File: src/sv/tcpq_pkg.sv
// Shared types and constants for the two-class priority queue.
// No dependencies; imported by every module of the block.
package tcpq_pkg;

  localparam int PAYLOAD_W  = 8;
  localparam int STATUS_W   = 2;
  localparam int COUNT_W    = 6;
  localparam int S_TDATA_W  = 16;
  localparam int M_TDATA_W  = 24;

  localparam logic FUNC_ENQ = 1'b0;
  localparam logic FUNC_DEQ = 1'b1;

  localparam logic [STATUS_W-1:0] ST_OK    = 2'd0;
  localparam logic [STATUS_W-1:0] ST_EMPTY = 2'd1;
  localparam logic [STATUS_W-1:0] ST_FULL  = 2'd2;

  typedef struct packed {
    logic capture;
    logic commit;
  } tcpq_cmd_t;

endpackage

File: src/sv/tcpq_ctrl.sv
// Controller for the two-class priority queue: input/output handshake and
// sequencing of the datapath. Depends on tcpq_pkg.
module tcpq_ctrl
  import tcpq_pkg::*;
(
  input  logic      clk_i,
  input  logic      rst_ni,
  input  logic      s_tvalid_i,
  output logic      s_tready_o,
  output logic      m_tvalid_o,
  input  logic      m_tready_i,
  output tcpq_cmd_t cmd_o
);

  localparam logic S_IDLE = 1'b0;
  localparam logic S_EXEC = 1'b1;

  logic state_q, state_d;
  logic out_valid_q, out_valid_d;

  always_comb begin
    cmd_o.capture = (state_q == S_IDLE) && s_tvalid_i;
    cmd_o.commit  = (state_q == S_EXEC) && (!out_valid_q || m_tready_i);
    state_d       = state_q;
    case (state_q)
      S_IDLE: begin
        if (s_tvalid_i) state_d = S_EXEC;
      end
      S_EXEC: begin
        if (cmd_o.commit) state_d = S_IDLE;
      end
      default: state_d = S_IDLE;
    endcase
    if (cmd_o.commit) begin
      out_valid_d = 1'b1;
    end else if (m_tready_i) begin
      out_valid_d = 1'b0;
    end else begin
      out_valid_d = out_valid_q;
    end
  end

  always_ff @(posedge clk_i or negedge rst_ni) begin
    if (!rst_ni) begin
      state_q     <= S_IDLE;
      out_valid_q <= 1'b0;
    end else begin
      state_q     <= state_d;
      out_valid_q <= out_valid_d;
    end
  end

  assign s_tready_o = (state_q == S_IDLE);
  assign m_tvalid_o = out_valid_q;

endmodule

File: src/sv/tcpq_datapath.sv
// Datapath of the two-class priority queue: operand latch, two ring buffers
// with pointers and counts, result register. Depends on tcpq_pkg.
module tcpq_datapath
  import tcpq_pkg::*;
#(
  parameter int CLASS_DEPTH = 16
) (
  input  logic                 clk_i,
  input  logic                 rst_ni,
  input  tcpq_cmd_t            cmd_i,
  input  logic [S_TDATA_W-1:0] s_tdata_i,
  input  logic                 s_tuser_i,
  output logic [M_TDATA_W-1:0] m_tdata_o
);

  localparam int PTR_W = $clog2(CLASS_DEPTH);
  localparam int CNT_W = $clog2(CLASS_DEPTH + 1);
  localparam int TOT_W = CNT_W + 1;
  localparam int SUM_W = (TOT_W > COUNT_W) ? TOT_W : COUNT_W;
  localparam logic [PTR_W-1:0] LAST_PTR = PTR_W'(CLASS_DEPTH - 1);
  localparam logic [CNT_W-1:0] FULL_CNT = CNT_W'(CLASS_DEPTH);

  function automatic logic [PTR_W-1:0] ring_next(input logic [PTR_W-1:0] p);
    ring_next = (p == LAST_PTR) ? '0 : p + PTR_W'(1);
  endfunction

  logic                 func_q;
  logic [PAYLOAD_W-1:0] pay_q;
  logic                 prio_q;

  logic [PAYLOAD_W-1:0] hi_mem [CLASS_DEPTH];
  logic [PAYLOAD_W-1:0] lo_mem [CLASS_DEPTH];
  logic [PAYLOAD_W-1:0] hi_rd_q, lo_rd_q;

  logic [PTR_W-1:0] hi_head_q, hi_head_d, hi_tail_q, hi_tail_d;
  logic [PTR_W-1:0] lo_head_q, lo_head_d, lo_tail_q, lo_tail_d;
  logic [CNT_W-1:0] hi_cnt_q, hi_cnt_d, lo_cnt_q, lo_cnt_d;
  logic             hi_we, lo_we;

  logic [PAYLOAD_W-1:0] res_pay;
  logic                 res_prio;
  logic [STATUS_W-1:0]  res_status;
  logic [SUM_W-1:0]     total;
  logic [M_TDATA_W-1:0] res_q;

  always_ff @(posedge clk_i) begin
    if (cmd_i.capture) begin
      func_q <= s_tuser_i;
      pay_q  <= s_tdata_i[PAYLOAD_W-1:0];
      prio_q <= s_tdata_i[PAYLOAD_W];
    end
  end

  always_comb begin
    hi_head_d  = hi_head_q;
    hi_tail_d  = hi_tail_q;
    hi_cnt_d   = hi_cnt_q;
    lo_head_d  = lo_head_q;
    lo_tail_d  = lo_tail_q;
    lo_cnt_d   = lo_cnt_q;
    hi_we      = 1'b0;
    lo_we      = 1'b0;
    res_pay    = '0;
    res_prio   = 1'b0;
    res_status = ST_OK;
    if (func_q == FUNC_ENQ) begin
      if (prio_q) begin
        if (hi_cnt_q == FULL_CNT) begin
          res_status = ST_FULL;
        end else begin
          hi_we     = 1'b1;
          hi_tail_d = ring_next(hi_tail_q);
          hi_cnt_d  = hi_cnt_q + CNT_W'(1);
        end
      end else begin
        if (lo_cnt_q == FULL_CNT) begin
          res_status = ST_FULL;
        end else begin
          lo_we     = 1'b1;
          lo_tail_d = ring_next(lo_tail_q);
          lo_cnt_d  = lo_cnt_q + CNT_W'(1);
        end
      end
    end else if (hi_cnt_q != '0) begin
      res_pay   = hi_rd_q;
      res_prio  = 1'b1;
      hi_head_d = ring_next(hi_head_q);
      hi_cnt_d  = hi_cnt_q - CNT_W'(1);
    end else if (lo_cnt_q != '0) begin
      res_pay   = lo_rd_q;
      lo_head_d = ring_next(lo_head_q);
      lo_cnt_d  = lo_cnt_q - CNT_W'(1);
    end else begin
      res_status = ST_EMPTY;
    end
    total = SUM_W'(hi_cnt_d) + SUM_W'(lo_cnt_d);
  end

  // head entries are read every cycle; an item's read lands at its capture edge
  always_ff @(posedge clk_i) begin
    if (cmd_i.commit && hi_we) hi_mem[hi_tail_q] <= pay_q;
    hi_rd_q <= hi_mem[hi_head_q];
  end

  always_ff @(posedge clk_i) begin
    if (cmd_i.commit && lo_we) lo_mem[lo_tail_q] <= pay_q;
    lo_rd_q <= lo_mem[lo_head_q];
  end

  always_ff @(posedge clk_i or negedge rst_ni) begin
    if (!rst_ni) begin
      hi_head_q <= '0;
      hi_tail_q <= '0;
      hi_cnt_q  <= '0;
      lo_head_q <= '0;
      lo_tail_q <= '0;
      lo_cnt_q  <= '0;
    end else if (cmd_i.commit) begin
      hi_head_q <= hi_head_d;
      hi_tail_q <= hi_tail_d;
      hi_cnt_q  <= hi_cnt_d;
      lo_head_q <= lo_head_d;
      lo_tail_q <= lo_tail_d;
      lo_cnt_q  <= lo_cnt_d;
    end
  end

  always_ff @(posedge clk_i) begin
    if (cmd_i.commit) begin
      res_q <= {6'b0, (total == '0), total[COUNT_W-1:0], res_status, res_prio, res_pay};
    end
  end

  assign m_tdata_o = res_q;

endmodule

File: src/sv/two_class_priority_queue.sv
// Two-class strict priority packet queue, top level.
// Depends on tcpq_pkg, tcpq_ctrl and tcpq_datapath.
//
// Input channel s_*: one beat is one operation. s_tuser_i is the operation
// (0 enqueue, 1 dequeue); s_tdata_i carries payload and class for enqueues.
// Output channel m_*: one result beat for every input beat, in order, with
// dequeued payload and class, status (ok, empty, full), packets held
// afterwards and an empty flag.
// High-class packets always leave before low-class ones; each class is a
// ring of CLASS_DEPTH entries in its own memory, and an enqueue to a full
// class is dropped with status full.
// Sequencing: an operation is latched in the idle state, which also reads both
// ring heads from their memories; the execute state then updates the rings
// and loads the result register, and the result beat shows on the cycle after
// that. A new operation is taken only once the previous one has left execute.
// The input is taken while an earlier result is still waiting. When the
// receiver stalls, the next operation holds in its execute step until the
// result register is free, and s_tready_o stays low meanwhile.
// Reset empties both classes; ring contents are left as they are.
module two_class_priority_queue
  import tcpq_pkg::*;
#(
  parameter int CLASS_DEPTH = 16
) (
  input  logic                 clk_i,
  input  logic                 rst_ni,
  input  logic                 s_tvalid_i,
  output logic                 s_tready_o,
  input  logic [S_TDATA_W-1:0] s_tdata_i,  // [7:0] payload, [8] priority_req, rest zero
  input  logic                 s_tuser_i,  // [0] func
  output logic                 m_tvalid_o,
  input  logic                 m_tready_i,
  output logic [M_TDATA_W-1:0] m_tdata_o   // [7:0] out_payload, [8] out_priority,
                                           // [10:9] status, [16:11] count,
                                           // [17] empty_res, rest zero
);

  tcpq_cmd_t cmd;

  tcpq_ctrl u_ctrl (
    .clk_i      (clk_i),
    .rst_ni     (rst_ni),
    .s_tvalid_i (s_tvalid_i),
    .s_tready_o (s_tready_o),
    .m_tvalid_o (m_tvalid_o),
    .m_tready_i (m_tready_i),
    .cmd_o      (cmd)
  );

  tcpq_datapath #(
    .CLASS_DEPTH (CLASS_DEPTH)
  ) u_datapath (
    .clk_i     (clk_i),
    .rst_ni    (rst_ni),
    .cmd_i     (cmd),
    .s_tdata_i (s_tdata_i),
    .s_tuser_i (s_tuser_i),
    .m_tdata_o (m_tdata_o)
  );

endmodule

File: config.mk
export PLATFORM = sky130hd
export DESIGN_NAME = two_class_priority_queue
export DESIGN_NICKNAME = d
export VERILOG_FILES = /design/src/sv/tcpq_pkg.sv /design/src/sv/tcpq_ctrl.sv /design/src/sv/tcpq_datapath.sv /design/src/sv/two_class_priority_queue.sv
export SDC_FILE = /design/constraint.sdc
export NUM_CORES = 1
export LEC_CHECK = 0
export BUFFER_PORTS_ARGS = -buffer_cell sky130_fd_sc_hd__buf_2
export CORE_ASPECT_RATIO = 0.6
export CORE_MARGIN = 1
export CORE_UTILIZATION = 25
export DETAILED_ROUTE_END_ITERATION = 16
export GPL_TIMING_DRIVEN = 1
export SLEW_MARGIN = 40
export SYNTH_ARGS = -nofsm -noshare
export SYNTH_HDL_FRONTEND = slang
export SYNTH_HIERARCHICAL = 1
export SYNTH_SLANG_ARGS = --single-unit
File: constraint.sdc
create_clock -name clk_i -period 7.7 [get_ports clk_i]
set_input_delay 0.385 -clock clk_i [delete_from_list [all_inputs] [get_ports clk_i]]
set_output_delay 0.385 -clock clk_i [all_outputs]
set_load 0.02 [all_outputs]
-- Word-level counts from Yosys, hierarchy flattened
Memories as Yosys holds them, arrays and structs flattened. A register that Yosys moved wholly into a read port is not among the register bits.
Cells that the tools add are included.
- $add $sub $neg: 9
- eq/ne operators: 6
- multiplexer cells: 37
- bitwise logic cells: 6
- reductions and logical operators: 14
- operator list (kind ; number):
    $mux 5 ; 9
    $add 4x1->4 const B ; 4
    $eq 4x4->1 const B ; 4
    $mux 1 ; 16
    $mux 4 ; 4
    $mux 8 ; 2
    $reduce_and 4->1 ; 3
    $add 5x1->5 const B ; 2
    $eq 5x5->1 const B ; 2
    $mux 2 ; 5
    $reduce_bool 5->1 ; 2
    $sub 5x1->5 const B ; 2
    $add 5x5->6 ; 1
    $logic_not 6->1 ; 1
    $not 1->1 ; 6
    $logic_and 1x1->1 ; 4
    $reduce_and 3->1 ; 1
    $pmux 1 s2 ; 1
    $reduce_bool 2->1 ; 1
    $logic_not 1->1 ; 1
    $logic_or 1x1->1 ; 1
- register bits: 56
- memory bits (writable): 256
- output and inout bits: 26
- word-level logic and storage cells: 87
- memories: 2
- memories (name ; words ; width ; rd ports ; clocked after Yosys merged registers in ; wr ports ; RTL line ; source):
    u_datapath.hi_mem ; 16 ; 8 ; 1 ; 1 ; 1 ; tcpq_datapath.sv:31 ; logic [PAYLOAD_W-1:0] hi_mem [CLASS_DEPTH];
    u_datapath.lo_mem ; 16 ; 8 ; 1 ; 1 ; 1 ; tcpq_datapath.sv:32 ; logic [PAYLOAD_W-1:0] lo_mem [CLASS_DEPTH];

-- Depth between registers and ports, before layout
- depth in word-level cells: 7
- depth in mapped cells: 13

-- By module
The synthesis kept the hierarchy.
- modules (own cells, without submodules) (module ; instances ; cells an instance ; area an instance (µm²) ; seq. area each (µm²)):
    tcpq_datapath ; 1 ; 691 ; 13168.9 ; 9499.1
    tcpq_ctrl ; 1 ; 9 ; 101.3 ; 50.0

-- Worst setup path after synthesis
Ideal clock, no wire load.
- path type: register to register
- start point: register u_datapath.hi_cnt_q[0]
- end point: register u_datapath.res_q[16], in the netlist u_datapath/m_tdata_o[16] (data pin)
- arrival time: 2949 ps
- data required time: 7439 ps
- slack: 4491 ps
- cell stages (with the launch flop): 13
- clock period less this slack: 3209 ps
- path through: dfrtp_1 > inv_1 > ha_1 > or4b_4 > o21ai_0 > o21a_1 > a21oi_1 > ha_1 > clkbuf_1 > and2_1 > a221oi_2 > nor2b_1 > a221o_1
- elaborated cells between the ends (all ways): 11
- those cells by class: add/sub (3); eq/ne (1); mux (6); reduce/logical (1)
- RTL lines (what ; RTL line ; source):
    start, declared ; tcpq_datapath.sv:37 ; logic [CNT_W-1:0] hi_cnt_q, hi_cnt_d, lo_cnt_q, lo_cnt_d;
    start signal, assigned ; tcpq_datapath.sv:121 ; hi_cnt_q <= hi_cnt_d;
    $reduce_bool 5->1 ; tcpq_datapath.sv:84 ; end else if (hi_cnt_q != '0) begin
    $mux 5 ; tcpq_datapath.sv:84 ;
    $mux 5 ; tcpq_datapath.sv:66 ; if (func_q == FUNC_ENQ) begin
    net u_datapath.lo_cnt_d[2] ; tcpq_datapath.sv:37 ;
    $add 5x5->6 ; tcpq_datapath.sv:96 ; total = SUM_W'(hi_cnt_d) + SUM_W'(lo_cnt_d);
    net u_datapath.total[5] ; tcpq_datapath.sv:43 ; logic [SUM_W-1:0] total;
    end signal, assigned ; tcpq_datapath.sv:130 ; res_q <= {6'b0, (total == '0), total[COUNT_W-1:0], res_status, res_prio, res_pay};
    end, declared ; tcpq_datapath.sv:44 ; logic [M_TDATA_W-1:0] res_q;
The timed path passes the listed nets, and every way through them passes these cells.
A chain may end at the register's enable or synchronous reset.

-- Worst setup path in the final report
Same ends and word-level chain as after synthesis.

==> out/metrics.yaml <==
logic_synthesis:
  yosys_warnings: 6
  synth_top_cell_by_area: "edfxtp_1"
  synth_fa_ha_area_share_pct: 1.791
  yosys-top-cells-count: "edfxtp_1 (284), mux4_2 (80), clkbuf_1 (29)"
  synth_area_leaders: "edfxtp_1 (64%), mux4_2 (14%), dfrtp_1 (5.3%)"
  synthMuxAreaShare_pct: 14.74
  postSynth.asyncResetShare_pct: 8.537
  synth_compound_area_share_pct: 3.460
  syn_inst: 700
  syn-cell-area_um2: 13270
  avgSynthCellArea_um2: 18.96
  synth_top_family_by_area: "multiplexers"
  synth-xor-area-share_pct: 1.056
  synth_most_common_cell: "edfxtp_1"
  ys.flop_type: "edfxtp_1"
  synth_edf_count: 284
  synth-simple-area-share_pct: 4.950
  synth_top_cell_area_share_pct: 64.27
  ys_seq_area_share_pct: 71.96
  synthDistinctLibCells: 60
  ys_ff_latch: 328
sta:
  maxSlewViolCount: 0
  fin_ws_ns: 3.647
  max_freq_ghz: 0.2467
  hold_slack_ns: 0.01469
  rsz0062_at_grt: "no"
  relSlewSlack_pct: 48.31
  post-route-period-util_pct: 52.64
  hold_violations: 0
  setup_viol: 0
  finalCriticalPeriod_ns: 4.053
  fin_setup_tns_ns: 0
  fin_skew_ns: 0.02878
  worst_pin_slew_ns: 0.7754
placed_design:
  io_buffers: 33
  dp.cells: 1410
  place_ws_ns: 3.678
  dpl.hpwl_um: 18920
  place_area_um2: 14370
  place_congestion: 0.8082
critical_path:
  cp_slowest_cell: "nor4b_2"
  crit_path_start_kind: "register"
  critPathCaptureType: "register"
  worstPathArrival_ns: 4.36
  critical_path_class: "reg2reg"
  path_buf_inv: 1
  required_ns: 8.00
  crit_path_max_fanout: 12
  worstPathCellList: "inv_1 > ha_1 > nor4b_2 > and3_1 > a21oi_1 > xnor2_1 > ha_1 > o31ai_1 > a31oi_1 > a221oi_2 > nor2b_1 > a221o_1"
  crit_top_cell: "ha_1"
  cp_top_family: "simple AND/OR/NAND/NOR gates"
  max_stage_delay_ns: 0.64
floorplanning:
  die_w_um: 299.4
  die_h_um: 180.5
  initial_core_util_pct: 25.69
  num_rows: 64
  core_um2: 51650
  io_pins: 47
  die_area_um2: 54040
clocking:
  postCtsSetupBuffers: 0
  clk_latency_ns: 0.57
  cts_root_buffer: "clkbuf_16"
  cts_htree_levels: 1
  postCtsHoldBufs: 10
  cts.sinks: 328
  cts_buffers: 27
  cts_tree: "done"
  clk_pin_slew_ns: 0.07
  clk_path_buf_depth: 3
  cts_resized: 0
outcome:
  status: "completed"
final_layout:
  regArea_um2: 9552
  stdcell_count: 1468
  num_antenna_cells: 0
  drive_gt1_share_pct: 26.58
  area_delta_synth_final_pct: 15.65
  finalInstanceArea_um2: 15350
  multi_input_area_um2: 3498
  layout.nets: 796
  fillers: 5035
  final_core_util_pct: 29.71
global_routing:
  grt.overflow.total: 0
  grt_pass1_wl_um: 42550
  grt_antenna_before_repair: 3
  grt_start_max_net_pins: 39
  grt_pass1_vias: 6444
  grt_use_total_pct: 10.53
detailed_routing:
  drt_iter0_markers: 716
  drc: 0
  routed_wl_um: 28760
  num_vias: 6780
  vias_per_cell: 4.619
  wl_per_cell_um: 19.59
  drt_first_pass_iters: 5
  drt.antenna.violating_nets: 0
power:
  totalPowerFinal_mw: 5.225
  peakVddDrop_uv: 214.6
  power_density_nw_per_um2: 340.4
  p_leak_nw: 4.991
min_path:
  hold_class: "in2reg"
run:
  maxCapViolations: 0
state kept, by name (all words and copies together) (netlist names):
signal                flops
u_datapath/hi_mem       128
u_datapath/lo_mem       128
u_datapath/m_tdata_o     18
u_datapath/hi_rd_q        8
u_datapath/lo_rd_q        8
u_datapath/pay_q          8
u_datapath/hi_cnt_q       5
u_datapath/lo_cnt_q       5
u_datapath/hi_head_q      4
u_datapath/hi_tail_q      4
u_datapath/lo_head_q      4
u_datapath/lo_tail_q      4
u_ctrl/m_tvalid_o         1
u_ctrl/state_q            1
u_datapath/func_q         1
u_datapath/prio_q         1
per-layer routing:
metal,vias up,routed length (um),global-route usage (%)
li1,2907,-,-
met1,3589,14210,17.24
met2,255,11460,13.45
met3,29,2821,3.243
met4,0,270,1.286
met5,-,0,0
worst register-to-register path, stage by stage (launching register included):
cell,delay (ns)
dfrtp_1,0.43
inv_1,0.11
ha_1,0.26
nor4b_2,0.64
and3_1,0.62
a21oi_1,0.13
xnor2_1,0.17
ha_1,0.24
o31ai_1,0.24
a31oi_1,0.09
a221oi_2,0.45
nor2b_1,0.09
a221o_1,0.33
area by class of cell:
type | count | share of cell area [%]
well taps | 693 | 5.650
repair buffers | 67 | 3.212
inverters | 17 | 0.4158
clock inverters | 12 | 0.8723
multi-input cells | 315 | 22.79
clock buffers | 36 | 4.818
flip-flops and latches | 328 | 62.24
worst paths after layout:
check | startpoint | to | slack [ns] | depth (start not counted)
worst min register to register | u_datapath/lo_rd_q[3] | u_datapath/m_tdata_o[3] | 0.52 | 1
worst max-delay path | u_datapath/hi_cnt_q[0] | u_datapath/m_tdata_o[16] | 3.65 | 12
max in group asynchronous | rst_ni | u_datapath/hi_head_q[0] | 6.99 | 2
worst max register to register | u_datapath/hi_cnt_q[0] | u_datapath/m_tdata_o[16] | 3.65 | 12
worst min-delay path | s_tdata_i[2] | u_datapath/pay_q[2] | 0.01 | 1
min in group asynchronous | rst_ni | u_datapath/hi_tail_q[2] | 0.31 | 2
logic make-up after synthesis:
| family | count (synthesis) |
|---|---|
| adder cells (fa/ha/maj) | 19 |
| multiplexers | 94 |
| flip-flops | 328 |
| other | 1 |
| buffers and inverters | 62 |
| AO/OA/AOI/OAI | 64 |
| XOR/XNOR | 16 |
| AND/OR/NAND/NOR | 116 |
report_power, final:
part           internal, mW  leakage (nW)  switching, mW  total, mW
Clock                 0.749         0.421          0.635       1.38
Sequential             2.13          3.05          0.154       2.28
Combinational         0.710          1.52          0.846       1.56
cell usage in the layout, fill, tap and decap left out, types with 4 or more instances in the layout:
cell           Yosys  final
edfxtp_1         284    284
mux4_2            80     80
buf_2              0     32
clkbuf_16          0     27
dfrtp_1           28     26
nand2_1           24     24
ha_1              19     19
o21ai_0           16     16
inv_1             16     16
and2_1            17     16
dfxtp_1           16     16
buf_4              7     14
nand3_1           14     14
and3_1            13     13
xnor2_1           13     13
a21oi_1           11     11
mux2_2            11     11
dlygate4sd3_1      0     10
buf_6              1     10
nor3_1             9      9
nor2_1            13      8
a22o_1             8      8
clkbuf_1          29      6
conb_1             1      6
nor3b_1            6      5
nor2_2             0      5
nor2b_1            4      4
Note: power is estimated with default switching activity, not from simulation.
